[config.mk]
export PLATFORM = sky130hd
export DESIGN_NAME = bdfd_queue
export DESIGN_NICKNAME = d
export VERILOG_FILES = /design/src/bdfd_pkg.sv /design/src/bdfd_queue.sv
export VERILOG_INCLUDE_DIRS = /design/src /design/src/src
export SDC_FILE = /design/constraint.sdc
export NUM_CORES = 1
export LEC_CHECK = 0
export ABC_AREA = 0
export BUFFER_PORTS_ARGS = -buffer_cell sky130_fd_sc_hd__buf_2
export CAP_MARGIN = 40
export CORE_MARGIN = 8
export CORE_UTILIZATION = 55
export CTS_BUF_LIST = sky130_fd_sc_hd__clkbuf_4 sky130_fd_sc_hd__clkbuf_8
export DETAILED_ROUTE_END_ITERATION = 6
export PLACE_DENSITY = 0.83
export SLEW_MARGIN = 20
export SYNTH_ARGS = -nofsm -noshare
export SYNTH_HDL_FRONTEND = slang
export SYNTH_SLANG_ARGS = --single-unit
[constraint.sdc]
create_clock -name i_clk -period 2.5 [get_ports i_clk]
set_clock_uncertainty 0.05 [all_clocks]
set_input_delay 0.125 -clock i_clk [delete_from_list [all_inputs] [get_ports i_clk]]
set_output_delay 0.125 -clock i_clk [all_outputs]
set_load 0.05 [all_outputs]
[src/bitplane_delta_frame_decoder_assert.svh]
// Assertion macros used by the decoder's command queue.
`ifndef BITPLANE_DELTA_FRAME_DECODER_ASSERT_SVH
`define BITPLANE_DELTA_FRAME_DECODER_ASSERT_SVH

// Consequent checked in the same cycle as the antecedent.
`define BDFD_ASSERT_SAME(label, clk, rst_n, ante, cons, msg) \
    label: assert property (@(posedge clk) disable iff (!rst_n) (ante) |-> (cons)) \
        else $error(msg);

// Consequent checked in the cycle after the antecedent.
`define BDFD_ASSERT_NEXT(label, clk, rst_n, ante, cons, msg) \
    label: assert property (@(posedge clk) disable iff (!rst_n) (ante) |=> (cons)) \
        else $error(msg);

`endif

[src/bdfd_pkg.sv]
// Types, constants and helper functions for the bitplane delta frame decoder.
package bdfd_pkg;

    localparam int ROW_GROUPS   = 40;
    localparam int ROWS         = 200;
    localparam int PLANE_GROUPS = ROW_GROUPS * ROWS;
    localparam int NUM_PLANES   = 4;

    localparam int ADDR_W = $clog2(PLANE_GROUPS);
    localparam int WG_W   = $clog2(PLANE_GROUPS + 1);
    localparam int ROW_W  = $clog2(ROWS + 1);
    localparam int RS_W   = ROW_W + 7;
    localparam int LIN_W  = $clog2(PLANE_GROUPS + 128) + 1;

    localparam int QUEUE_DEPTH = 4;
    localparam int QPTR_W      = $clog2(QUEUE_DEPTH);
    localparam int QCNT_W      = $clog2(QUEUE_DEPTH + 1);

    localparam logic [7:0] CODE_END = 8'h81;

    typedef enum logic [1:0] {
        REQ_KEY   = 2'd0,
        REQ_DELTA = 2'd1,
        REQ_READ  = 2'd2,
        REQ_NONE  = 2'd3
    } t_req;

    typedef enum logic [1:0] {
        PH_IDLE = 2'd0,
        PH_CODE = 2'd1,
        PH_LEN  = 2'd2,
        PH_DATA = 2'd3
    } t_phase;

    typedef enum logic [1:0] {
        RES_NONE   = 2'd0,
        RES_READ   = 2'd1,
        RES_FINISH = 2'd2
    } t_res;

    typedef struct packed {
        logic              wr_en;
        logic [1:0]        plane;
        logic [ADDR_W-1:0] addr;
        logic [7:0]        data;
        t_res              res;
        logic              oor;
        logic              marker;
        logic              clip;
    } t_cmd;

    // Planar to chunky: pixel k takes bit 7-k of each plane, plane p in bit p.
    function automatic logic [31:0] f_chunky(input logic [NUM_PLANES-1:0][7:0] planes);
        logic [31:0] pix;
        pix = '0;
        for (int k = 0; k < 8; k++) begin
            for (int p = 0; p < NUM_PLANES; p++) begin
                pix[4*k + p] = planes[p][7-k];
            end
        end
        return pix;
    endfunction

endpackage

[src/bdfd_queue.sv]
// Short command queue between the parser and the plane stores.
`include "bitplane_delta_frame_decoder_assert.svh"

module bdfd_queue (
    input  logic            i_clk,
    input  logic            i_rst_n,
    input  logic            i_push,
    input  bdfd_pkg::t_cmd  i_cmd,
    output logic            o_ready,
    output logic            o_valid,
    output bdfd_pkg::t_cmd  o_cmd,
    input  logic            i_pop
);

    bdfd_pkg::t_cmd                 r_slot [bdfd_pkg::QUEUE_DEPTH];
    logic [bdfd_pkg::QPTR_W-1:0]    r_wr_ptr, r_rd_ptr;
    logic [bdfd_pkg::QCNT_W-1:0]    r_count;

    assign o_ready = (r_count != bdfd_pkg::QCNT_W'(bdfd_pkg::QUEUE_DEPTH));
    assign o_valid = (r_count != '0);
    assign o_cmd   = r_slot[r_rd_ptr];

    always_ff @(posedge i_clk) begin
        if (i_push) begin
            r_slot[r_wr_ptr] <= i_cmd;
        end
    end

    always_ff @(posedge i_clk) begin
        if (!i_rst_n) begin
            r_wr_ptr <= '0;
            r_rd_ptr <= '0;
            r_count  <= '0;
        end else begin
            if (i_push) begin
                r_wr_ptr <= r_wr_ptr + 1'b1;
            end
            if (i_pop) begin
                r_rd_ptr <= r_rd_ptr + 1'b1;
            end
            if (i_push && !i_pop) begin
                r_count <= r_count + 1'b1;
            end else if (i_pop && !i_push) begin
                r_count <= r_count - 1'b1;
            end
        end
    end

    `BDFD_ASSERT_SAME(a_count_bound, i_clk, i_rst_n, 1'b1, r_count <= bdfd_pkg::QCNT_W'(bdfd_pkg::QUEUE_DEPTH), "queue count beyond depth")
    `BDFD_ASSERT_SAME(a_pop_nonempty, i_clk, i_rst_n, i_pop, r_count != '0, "pop from empty queue")
    `BDFD_ASSERT_NEXT(a_count_up, i_clk, i_rst_n, i_push && !i_pop, r_count == $past(r_count) + 1'b1, "queue count did not rise on push")

endmodule

==> qor.txt <==
crit start category: register
# diodes: 0
switching fraction of total power: 0.251
Clock Power Share: 0.349
Pleak: 0.00204 uW
Die Wd: 108 um
CTS Root Cell: clkbuf_8
Max-Cap Viols: 0
number of DRC markers in iteration 0: 105
Layout area overhead: 24.8%
CORE AREA: 8220 um^2
combinational power share: 0.151
grt met2 use: 0.247
crit path DAT: 1.89 ns
Final HPWL DP: 5020 um
most numerous cell in the Yosys netlist: edfxtp_1
Top delay family on crit path: flip-flops
cell taking the most area after synthesis: edfxtp_1
slowest CP cell: dfxtp_1
GPL Wtd Cong: 0.706
initial antenna violation count: 0
Setup TNS: 0 ns
Clk Latency, worst-skew pair: 0.41 ns
Final Max Tran Viols: 0
Rows: 33
async set-reset flop share out of synthesis: 0
Power Internal: 3660 uW
Ports: 64
DRC Markers: 0
layout cells sized above 1: 0.403
postcts setup bufs: 0
number of global-route vias before repair: 2475
met1 Use GR: 0.167
RSZ-0062 raised after global routing: no
min Tclk post-route: 2.07 ns
worst setup path class: reg -> out
Max Fclk: 484 MHz
ranking of synthesized cells by area: edfxtp_1 (75%), mux4_2 (14%), dfxtp_1 (3.9%), ha_1 (1.3%), and2_1 (1.2%)
Rel. slew slack: 0.482
Final Util: 0.705
Hold Path Class: in -> reg
register area share after synthesis: 0.790
Final period util: 0.827
cell total after placement: 362
Final Hold Fails: 0
Final #Nets: 345
top cell type's share of synthesized area: 0.751
Mapped Cells: 195
Peak VDD IR: 0.440 mV
Post-Syn Area: 4640 um^2
routed vias/inst: 5.35
required time worst endpoint: 2.33 ns
sequential share of power: 0.499
Synth Register Bits: 125
clk sink count: 125
die area: 11600 um^2
drt pass-1 iters: 4
Avg Inst Size Synth: 23.8 um^2
IO Port Bufs: 63
crit path cell chain: buf_12, mux4_2, buf_2
TritonCTS clock tree: built
Bufs and invs on worst path: 2
status: completed
first-pass GRT wire length: 12600 um
Post-DRT Antenna Nets: 0
worst-path fanout max: 21
final wirelength: 8060 um
Final Power: 4890 uW
H-Tree Level Count: 4
CTS Buf Count: 17
Die Y: 108 um
fin cells: 423
Mapped Nets: 234
Worst Max-Slew Pin Slew: 0.776 ns
P per Cell Area: 844 nW/um^2
Worst-path clk slew: 0.06 ns
Synth cell types: 22
Starting Density: 0.565
pin count of the biggest net entering global routing: 30
Psw: 1230 uW
endpoints failing setup: 0
Clock Tree Buf Depth: 2
gr usage total: 0.150
busiest grt layer: met2
met3 Use GR: 0.0575
vias post-DR: 2265
slowest cell delay on critical path: 0.67 ns
Synth top cells by count: edfxtp_1 (116), mux4_2 (28), and2_1 (9), dfxtp_1 (9), ha_1 (5)
aggregate global routing overflow: 0
routed len/inst: 19.0 um
Post-synth EDFFs: 116
Post-synth top flop: edfxtp_1
crit end category: output port
Ys Warns: 0
[sequential cells by signal, summed over array words and instances, names as in the netlist, named ones only]
| register | cells |
|---|---|
| r_count | 3 |
| r_rd_ptr | 2 |
| r_slot | 116 |
| r_wr_ptr | 2 |
[final timing paths]
kind                    start           end  slack, ns  cells after the start
setup reg to reg  r_wr_ptr[0]  r_slot[0][5]       0.83                      3
setup / recovery     register      o_cmd[3]       0.43                      3
hold reg to reg    r_count[2]    r_count[2]       0.47                      2
hold / removal          i_pop      register       0.03                      3
[power groups by stage]
stage	clock (uW)	combinational [uW]	sequential [uW]
6_report	1710	740	2440
3_5_place_dp	0	714	2490
2_1_floorplan	0	544	2470
3_3_place_gp	0	706	2480
4_1_cts	1760	754	2440
5_1_grt	1830	784	2450
[cell type report]
type | count | area, um^2
Clock buffer | 21 | 264
Clock inverter | 10 | 123
Fill cell | 512 | 2430
Inverter | 4 | 15.0
Multi-Input combinational cell | 60 | 913
Sequential cell | 125 | 3660
Tap cell | 105 | 131
Timing Repair Buffer | 98 | 678
[routing by layer]
metal	part of all wire	vias up	wire (um)
met5	0	-	0
met4	0.018	0	143
met3	0.066	18	532
met2	0.53	78	4290
met1	0.38	1142	3090
li1	-	1027	-
[kinds of logic (layout without fill, tap and decap cells)]
logic type | count (synthesis) | after routing | synth area share
multiplexers | 31 | 31 | 0.146
AO/OA/AOI/OAI | 2 | 2 | 0.00270
AND/OR/NAND/NOR | 16 | 16 | 0.0200
flip-flops | 125 | 125 | 0.790
adder cells (fa/ha/maj) | 6 | 6 | 0.0178
buffers and inverters | 10 | 133 | 0.0146
XOR/XNOR | 5 | 5 | 0.00944
[per-stage QoR]
stage                     setup WS [ns]  hold WS [ns]  area [um^2]
after global routing              0.318       0.00630         5790
after floorplan                   0.799         0.174         4640
final                             0.432        0.0329         5790
after detailed placement          0.816         0.293         5100
after global placement            0.846         0.288         5100
after CTS                         0.362     0.0000638         5790
[timing repair]
item / CTS / global route
resized for setup: 0 / 0
hold buffers: 30 / 0
hold endpoints to repair: 125 / 0
[layout by cell type, fill, tap and decap left out, drive strengths merged]
master,synthesis,routed
mux4,29,29
clkinvlp,0,1
bufinv,0,3
a21boi,1,1
clkinv,0,6
inv,4,4
dlygate4sd3,0,30
edfxtp,116,116
xnor2,2,2
xor2,3,3
ha,5,5
o21ai,1,1
nand2,2,2
nor2b,2,2
buf,5,68
mux2i,2,2
and2,9,9
or3,2,2
clkbuf,1,21
dfxtp,9,9
fa,1,1
nor2,1,1
[worst register-to-register path: stages (launching register included)]
cell and delay [ns]:
dfxtp_1 0.35, inv_1 0.10, ha_1 0.13, and2_2 0.65
(Power assumes the default switching activity.)
