==> src/bitplane_delta_frame_decoder_assert.svh <==
// Assertion macros used by the decoder's command queue.
`ifndef BITPLANE_DELTA_FRAME_DECODER_ASSERT_SVH
`define BITPLANE_DELTA_FRAME_DECODER_ASSERT_SVH

// Consequent checked in the same cycle as the antecedent.
`define BDFD_ASSERT_SAME(label, clk, rst_n, ante, cons, msg) \
    label: assert property (@(posedge clk) disable iff (!rst_n) (ante) |-> (cons)) \
        else $error(msg);

// Consequent checked in the cycle after the antecedent.
`define BDFD_ASSERT_NEXT(label, clk, rst_n, ante, cons, msg) \
    label: assert property (@(posedge clk) disable iff (!rst_n) (ante) |=> (cons)) \
        else $error(msg);

`endif

==> src/bdfd_pkg.sv <==
// Types, constants and helper functions for the bitplane delta frame decoder.
package bdfd_pkg;

    localparam int ROW_GROUPS   = 40;
    localparam int ROWS         = 200;
    localparam int PLANE_GROUPS = ROW_GROUPS * ROWS;
    localparam int NUM_PLANES   = 4;

    localparam int ADDR_W = $clog2(PLANE_GROUPS);
    localparam int WG_W   = $clog2(PLANE_GROUPS + 1);
    localparam int ROW_W  = $clog2(ROWS + 1);
    localparam int RS_W   = ROW_W + 7;
    localparam int LIN_W  = $clog2(PLANE_GROUPS + 128) + 1;

    localparam int QUEUE_DEPTH = 4;
    localparam int QPTR_W      = $clog2(QUEUE_DEPTH);
    localparam int QCNT_W      = $clog2(QUEUE_DEPTH + 1);

    localparam logic [7:0] CODE_END = 8'h81;

    typedef enum logic [1:0] {
        REQ_KEY   = 2'd0,
        REQ_DELTA = 2'd1,
        REQ_READ  = 2'd2,
        REQ_NONE  = 2'd3
    } t_req;

    typedef enum logic [1:0] {
        PH_IDLE = 2'd0,
        PH_CODE = 2'd1,
        PH_LEN  = 2'd2,
        PH_DATA = 2'd3
    } t_phase;

    typedef enum logic [1:0] {
        RES_NONE   = 2'd0,
        RES_READ   = 2'd1,
        RES_FINISH = 2'd2
    } t_res;

    typedef struct packed {
        logic              wr_en;
        logic [1:0]        plane;
        logic [ADDR_W-1:0] addr;
        logic [7:0]        data;
        t_res              res;
        logic              oor;
        logic              marker;
        logic              clip;
    } t_cmd;

    // Planar to chunky: pixel k takes bit 7-k of each plane, plane p in bit p.
    function automatic logic [31:0] f_chunky(input logic [NUM_PLANES-1:0][7:0] planes);
        logic [31:0] pix;
        pix = '0;
        for (int k = 0; k < 8; k++) begin
            for (int p = 0; p < NUM_PLANES; p++) begin
                pix[4*k + p] = planes[p][7-k];
            end
        end
        return pix;
    endfunction

endpackage

==> src/bdfd_in_if.sv <==
// Input channel: frame bytes and read requests.
interface bdfd_in_if;
    logic        valid;
    logic        ready;
    logic [1:0]  req_type;
    logic        first_byte;
    logic [7:0]  data_byte;
    logic [12:0] read_group;

    modport source(output valid, output req_type, output first_byte, output data_byte,
                   output read_group, input ready);
    modport sink(input valid, input req_type, input first_byte, input data_byte,
                 input read_group, output ready);
endinterface

==> src/bdfd_front.sv <==
// Front end: accepts beats, runs the key/delta parser and issues store commands.
module bdfd_front (
    input  logic                i_clk,
    input  logic                i_rst_n,
    bdfd_in_if.sink             i_in,
    input  logic                i_cmd_ready,
    output logic                o_cmd_valid,
    output bdfd_pkg::t_cmd      o_cmd
);

    bdfd_pkg::t_phase                    r_phase, n_phase;
    logic [1:0]                          r_plane, n_plane;
    logic [bdfd_pkg::ROW_W-1:0]          r_row, n_row;
    logic [6:0]                          r_col, n_col;
    logic [bdfd_pkg::WG_W-1:0]           r_wg, n_wg;
    logic [7:0]                          r_bl, n_bl;
    logic [1:0]                          r_key_plane, n_key_plane;
    logic [bdfd_pkg::ADDR_W-1:0]         r_key_group, n_key_group;
    logic                                r_key_done, n_key_done;
    logic                                r_clip, n_clip;

    logic accept;

    assign i_in.ready = i_cmd_ready;
    assign accept     = i_in.valid && i_cmd_ready;

    always_ff @(posedge i_clk) begin
        if (!i_rst_n) begin
            r_phase <= bdfd_pkg::PH_IDLE;
        end else begin
            r_phase <= n_phase;
        end
    end

    always_ff @(posedge i_clk) begin
        if (!i_rst_n) begin
            r_plane     <= '0;
            r_row       <= '0;
            r_col       <= '0;
            r_wg        <= '0;
            r_bl        <= '0;
            r_key_plane <= '0;
            r_key_group <= '0;
            r_key_done  <= 1'b0;
            r_clip      <= 1'b0;
        end else begin
            r_plane     <= n_plane;
            r_row       <= n_row;
            r_col       <= n_col;
            r_wg        <= n_wg;
            r_bl        <= n_bl;
            r_key_plane <= n_key_plane;
            r_key_group <= n_key_group;
            r_key_done  <= n_key_done;
            r_clip      <= n_clip;
        end
    end

    always_comb begin
        logic [8:0]                   acc;
        logic [bdfd_pkg::RS_W-1:0]    row_sum;
        logic [bdfd_pkg::LIN_W-1:0]   lin;
        logic [7:0]                   b;
        logic                         first;
        bdfd_pkg::t_phase             ph;

        n_phase     = r_phase;
        n_plane     = r_plane;
        n_row       = r_row;
        n_col       = r_col;
        n_wg        = r_wg;
        n_bl        = r_bl;
        n_key_plane = r_key_plane;
        n_key_group = r_key_group;
        n_key_done  = r_key_done;
        n_clip      = r_clip;

        o_cmd_valid  = 1'b0;
        o_cmd.wr_en  = 1'b0;
        o_cmd.plane  = '0;
        o_cmd.addr   = '0;
        o_cmd.data   = i_in.data_byte;
        o_cmd.res    = bdfd_pkg::RES_NONE;
        o_cmd.oor    = 1'b0;
        o_cmd.marker = 1'b0;
        o_cmd.clip   = 1'b0;

        b       = i_in.data_byte;
        first   = i_in.first_byte;
        ph      = r_phase;
        acc     = '0;
        row_sum = '0;
        lin     = '0;

        if (accept) begin
            case (bdfd_pkg::t_req'(i_in.req_type))
                bdfd_pkg::REQ_KEY: begin
                    if (first) begin
                        n_key_plane = '0;
                        n_key_group = '0;
                        n_key_done  = 1'b0;
                        n_clip      = 1'b0;
                        n_phase     = bdfd_pkg::PH_IDLE;
                    end
                    if (!n_key_done) begin
                        o_cmd_valid = 1'b1;
                        o_cmd.wr_en = 1'b1;
                        o_cmd.plane = n_key_plane;
                        o_cmd.addr  = n_key_group;
                        if (n_key_group == bdfd_pkg::ADDR_W'(bdfd_pkg::PLANE_GROUPS - 1)) begin
                            n_key_group = '0;
                            if (n_key_plane == 2'd3) begin
                                n_key_done   = 1'b1;
                                o_cmd.res    = bdfd_pkg::RES_FINISH;
                                o_cmd.clip   = n_clip;
                            end
                            n_key_plane = n_key_plane + 2'd1;
                        end else begin
                            n_key_group = n_key_group + 1'b1;
                        end
                    end
                end
                bdfd_pkg::REQ_DELTA: begin
                    if (first) begin
                        n_plane = '0;
                        n_row   = '0;
                        n_wg    = '0;
                        n_bl    = '0;
                        n_clip  = 1'b0;
                        ph      = bdfd_pkg::PH_CODE;
                        n_phase = bdfd_pkg::PH_CODE;
                    end
                    case (ph)
                        bdfd_pkg::PH_CODE: begin
                            if (b == bdfd_pkg::CODE_END) begin
                                n_phase      = bdfd_pkg::PH_IDLE;
                                o_cmd_valid  = 1'b1;
                                o_cmd.res    = bdfd_pkg::RES_FINISH;
                                o_cmd.marker = 1'b1;
                                o_cmd.clip   = n_clip;
                            end else if (b[7]) begin
                                // Cursor step: plane in the low two bits, carries into the row.
                                acc     = 9'(n_plane) + (9'd256 - 9'(b));
                                row_sum = bdfd_pkg::RS_W'(n_row) + bdfd_pkg::RS_W'(acc[8:2]);
                                n_plane = acc[1:0];
                                if (row_sum >= bdfd_pkg::RS_W'(bdfd_pkg::ROWS)) begin
                                    n_row        = bdfd_pkg::ROW_W'(bdfd_pkg::ROWS);
                                    n_phase      = bdfd_pkg::PH_IDLE;
                                    o_cmd_valid  = 1'b1;
                                    o_cmd.res    = bdfd_pkg::RES_FINISH;
                                    o_cmd.clip   = n_clip;
                                end else begin
                                    n_row = bdfd_pkg::ROW_W'(row_sum);
                                end
                            end else begin
                                n_col   = b[6:0];
                                n_phase = bdfd_pkg::PH_LEN;
                            end
                        end
                        bdfd_pkg::PH_LEN: begin
                            lin = bdfd_pkg::LIN_W'(n_row) * bdfd_pkg::LIN_W'(bdfd_pkg::ROW_GROUPS)
                                + bdfd_pkg::LIN_W'(n_col);
                            if (lin > bdfd_pkg::LIN_W'(bdfd_pkg::PLANE_GROUPS)) begin
                                n_wg = bdfd_pkg::WG_W'(bdfd_pkg::PLANE_GROUPS);
                            end else begin
                                n_wg = bdfd_pkg::WG_W'(lin);
                            end
                            n_bl    = b;
                            n_phase = (b == 8'd0) ? bdfd_pkg::PH_CODE : bdfd_pkg::PH_DATA;
                        end
                        bdfd_pkg::PH_DATA: begin
                            if (n_wg < bdfd_pkg::WG_W'(bdfd_pkg::PLANE_GROUPS)) begin
                                o_cmd_valid = 1'b1;
                                o_cmd.wr_en = 1'b1;
                                o_cmd.plane = n_plane;
                                o_cmd.addr  = bdfd_pkg::ADDR_W'(n_wg);
                                n_wg        = n_wg + 1'b1;
                            end else begin
                                n_clip = 1'b1;
                            end
                            n_bl = n_bl - 8'd1;
                            if (n_bl == 8'd0) begin
                                n_phase = bdfd_pkg::PH_CODE;
                            end
                        end
                        default: begin
                        end
                    endcase
                end
                bdfd_pkg::REQ_READ: begin
                    o_cmd_valid = 1'b1;
                    o_cmd.res   = bdfd_pkg::RES_READ;
                    o_cmd.addr  = bdfd_pkg::ADDR_W'(i_in.read_group);
                    o_cmd.oor   = (32'(i_in.read_group) >= bdfd_pkg::PLANE_GROUPS);
                end
                default: begin
                end
            endcase
        end
    end

endmodule

==> src/flat_wrapper.sv <==
// flat-port wrapper written by rule: the top's interface ports become plain ports
module bdfd_front_flat 
  (i_clk, i_rst_n, i_cmd_ready, o_cmd_valid, o_cmd, i_in_valid, i_in_req_type, i_in_first_byte, i_in_data_byte, i_in_read_group, i_in_ready);
  bdfd_in_if i_in_i ();
  input  logic i_clk;
  input  logic i_rst_n;
  input  logic i_cmd_ready;
  output logic o_cmd_valid;
  output bdfd_pkg::t_cmd o_cmd;
  input wire logic [$bits(i_in_i.valid)-1:0] i_in_valid;
  input wire logic [$bits(i_in_i.req_type)-1:0] i_in_req_type;
  input wire logic [$bits(i_in_i.first_byte)-1:0] i_in_first_byte;
  input wire logic [$bits(i_in_i.data_byte)-1:0] i_in_data_byte;
  input wire logic [$bits(i_in_i.read_group)-1:0] i_in_read_group;
  output wire logic [$bits(i_in_i.ready)-1:0] i_in_ready;
  assign i_in_i.valid = i_in_valid;
  assign i_in_i.req_type = i_in_req_type;
  assign i_in_i.first_byte = i_in_first_byte;
  assign i_in_i.data_byte = i_in_data_byte;
  assign i_in_i.read_group = i_in_read_group;
  assign i_in_ready = i_in_i.ready;
  bdfd_front u_core (.i_clk(i_clk), .i_rst_n(i_rst_n), .i_in(i_in_i), .i_cmd_ready(i_cmd_ready), .o_cmd_valid(o_cmd_valid), .o_cmd(o_cmd));
endmodule
==> config.mk <==
export PLATFORM = sky130hd
export DESIGN_NAME = bdfd_front_flat
export DESIGN_NICKNAME = d
export VERILOG_FILES = /design/src/bitplane_delta_frame_decoder_assert.svh /design/src/bdfd_pkg.sv /design/src/bdfd_in_if.sv /design/src/bdfd_front.sv /design/src/flat_wrapper.sv
export SDC_FILE = /design/constraint.sdc
export NUM_CORES = 1
export LEC_CHECK = 0
export BUFFER_PORTS_ARGS = -buffer_cell sky130_fd_sc_hd__buf_2
export CAP_MARGIN = 10
export CORE_MARGIN = 1.5
export CORE_UTILIZATION = 45
export DETAILED_ROUTE_END_ITERATION = 6
export PLACE_DENSITY = 0.62
export RECOVER_POWER = 100
export SYNTH_ARGS = -nofsm -noshare
export SYNTH_HDL_FRONTEND = slang
export SYNTH_SLANG_ARGS = --single-unit
==> constraint.sdc <==
create_clock -name i_clk -period 6 [get_ports i_clk]
set_input_delay 0.3 -clock i_clk [delete_from_list [all_inputs] [get_ports i_clk]]
set_output_delay 0.3 -clock i_clk [all_outputs]
set_load 0.02 [all_outputs]
==> impl_metrics.ini <==
[status]
status = completed

[floorplanning]
start_util_pct = 46.1
die_y_um = 111
die-area_um2 = 12300
core_um2 = 11400
rows = 39
fp.dieW_um = 111
io_pins = 59

[routing]
num_vias = 5377
wire_per_inst_um = 19.1
drt_pre_antenna_iters = 6
drcViolationCount = 0
drt_wl_total_mm = 16.5
drt.antenna.violating_nets = 0
vias_per_cell = 6.23
first_iter_violations = 603

[clock_network]
post_cts_buffers = 0
ctsLongestPathBuffers = 2
clkSlewWorstSetupHoldPaths_ns = 0.05
clock_sinks = 57
numCtsBuffers = 9
postCtsHoldBufs = 0
cts-resized-gates = 0
clk_latency_ns = 0.34
cts.htree.levels = 3
root_buffer = clkbuf_16
cts_tree = done

[sta]
post-route-period-util_pct = 85.1
setup_violations = 0
final.setup.worst_slack_ns = 0.895
finalSetupTns_ns = 0
fmax_mhz = 196
report.final.hold_viol_count = 0
tightest_slew_ns = 1.18
relSlewSlack_pct = 20.9
drv_slew = 0
skew_ns = 0.0102
rsz0062_at_grt = no
min_period_ns = 5.11

[final_layout]
syn_to_final_growth_pct = 8.83
post-route-util_pct = 50.2
diodes = 0
final_cells = 863
layout-drive-gt1-share_pct = 10.1
nets = 778

[logic_synthesis]
synth-warning-count = 0
synthXorXnorAreaFrac_pct = 4.17
syn_area_um2 = 5250
synth-edff-count = 0
synth_compound_area_share_pct = 28.1
synthAdderAreaFrac_pct = 8.97
synthArstFlopShare_pct = 0
yosys.area_share.simple_pct = 29.0
postSynthCellCount = 686
syn_area_per_cell_um2 = 7.65
synth_fp_nets = 749
ys.flop_type = dfxtp_1
synth_top_family_by_area = simple AND/OR/NAND/NOR gates
muxShareOfSynthArea_pct = 1.77
seq_area_frac_synth_pct = 21.8
synth_seq_cells = 57
synth_cell_type_count = 87

[pwr]
swShare_pct = 26.5
clockPowerShare_pct = 48.5
power_frac_seq_pct = 39.8
p_sw_uw = 259
p_per_area_nw_per_um2 = 172
internal_power_uw = 721
vdd_drop_max_uv = 138
power_leakage_uw = 0.00213
combPwrFrac_pct = 11.7

[global_routing]
busiest_layer = met2
grt_use_total_pct = 26.3
grt_overflow = 0
grt_util_met3_pct = 4.26
grt_util_met1_pct = 34.5
grtUsageMet2_pct = 42.5
grt_max_degree = 62
grt_pass1_vias = 5021
grt_pass1_wl_mm = 26.1
grt_antenna_before_repair = 0

[critical_path]
startpoint = i_in_first_byte
crit_fanout = 16
cp-end-kind = output pin
crit_arrival_ns = 4.81
cp-start-kind = input pin
rr_startpoint = u_core.r_row[1]
worstSetupPathType = in2out
rr_worst_depth = 14
cp.required_ns = 5.70

[hold_path]
min_path_type = in2reg
min-delay-start = i_in_data_byte[6]
hold_depth = 3

[placed_design]
pre_cts_ws_ns = 1.43
dp_hpwl_mm = 12.2
gp_congestion = 0.935
post-place-cells = 846
numPortBuffers = 58

[run]
maxCapViolCount = 0
[kinds of logic (layout without fill, tap and decap cells)]
logic type               Yosys count  after routing
adder cells (fa/ha/maj)           36             36
multiplexers                       9              9
buffers and inverters             68            102
XOR/XNOR                          25             25
AND/OR/NAND/NOR                  282            282
AO/OA/AOI/OAI                    209            209
flip-flops                        57             57
[registers in the layout (all words and copies together), names as in the netlist]
register,count
u_core.r_key_done,1
u_core.r_phase,2
u_core.r_plane,2
u_core.r_key_group,13
u_core.r_row,8
u_core.r_bl,8
u_core.r_clip,1
u_core.r_col,7
u_core.r_wg,13
u_core.r_key_plane,2
[layout by cell type, fill, tap and decap left out, types with 6 or more instances in the layout]
master,instances
mux2i_1,7
nor2_1,69
ha_1,32
nand2b_1,7
o21ai_0,51
o21a_1,6
clkbuf_16,9
nor4_1,6
and3_1,10
nor3_1,21
a21oi_1,40
inv_1,22
a21boi_0,14
a21o_1,8
a222oi_1,12
buf_2,26
a31oi_1,10
nor2b_1,41
nand3_1,23
xnor2_1,13
nand4_1,7
xor2_1,12
or3_1,7
dfxtp_1,57
a22oi_1,13
nand2_1,55
clkbuf_1,35
[synth_stat cells (all sizes together), types with 12 or more instances]
cell type	number	area share, %
a222oi	12	2.3
buf	18	2.6
clkbuf	27	2.0
a22oi	13	1.9
nand3	24	2.4
nor3	21	2.3
dfxtp	57	22
nor2b	41	4.9
inv	23	1.6
xor2	12	2.0
nand2	55	3.9
nor2	71	5.1
ha	32	7.6
a21oi	43	4.3
a21boi	14	2.0
xnor2	13	2.2
o21ai	53	5.1
[critical path, stage by stage]
cell	delay (ns)
clkbuf_1	0.16
inv_1	0.08
clkbuf_1	0.54
nand2_1	0.13
ha_1	0.24
maj3_1	0.35
or3_1	0.35
nor2_1	0.12
xnor2_1	0.16
ha_1	0.30
a21oi_2	0.21
a21oi_2	0.10
o21a_1	0.19
o21a_1	0.23
nor4b_4	0.38
a221oi_2	0.18
o31a_1	0.32
nor4b_2	0.23
buf_2	0.21
[per-stage QoR]
step                      cell area [um2]  power (uW)  hold WS (ns)
after floorplan                      5250         475         0.436
after global placement               5510         511         0.453
after detailed placement             5510         512         0.454
after CTS                            5790         991         0.358
after global routing                 5710        1020         0.407
final                                5710         980         0.365
[cell type report]
class | count | area, um2
clock buffer | 13 | 260
clock inverter | 3 | 15.0
fill | 1144 | 5660
inverter | 23 | 86.3
multi-input combinational | 561 | 3740
sequential | 57 | 1140
tap | 143 | 179
timing repair buffer | 63 | 284
[power groups by stage]
stage                     logic, uW  clock network, uW  registers, uW
after floorplan                80.6                  0            394
after CTS                       115                486            390
after global placement          113                  0            397
after global routing            124                502            390
after detailed placement        115                  0            397
final                           114                476            390
[worst paths after layout]
| path | end | slack, ns |
|---|---|---|
| worst max-delay path | o_cmd[0] | 0.89 |
| worst min-delay path | u_core.r_col[6] | 0.37 |
| worst max register to register | u_core.r_wg[8] | 1.69 |
| worst min register to register | u_core.r_row[6] | 0.46 |
[per-layer routing]
metal | up-vias | routed length [um]
li1 | 2587 | -
met3 | 32 | 1040
met2 | 219 | 7450
met5 | - | 0
met1 | 2539 | 7480
met4 | 0 | 481
No activity file was read; power rests on OpenSTA's default activity.
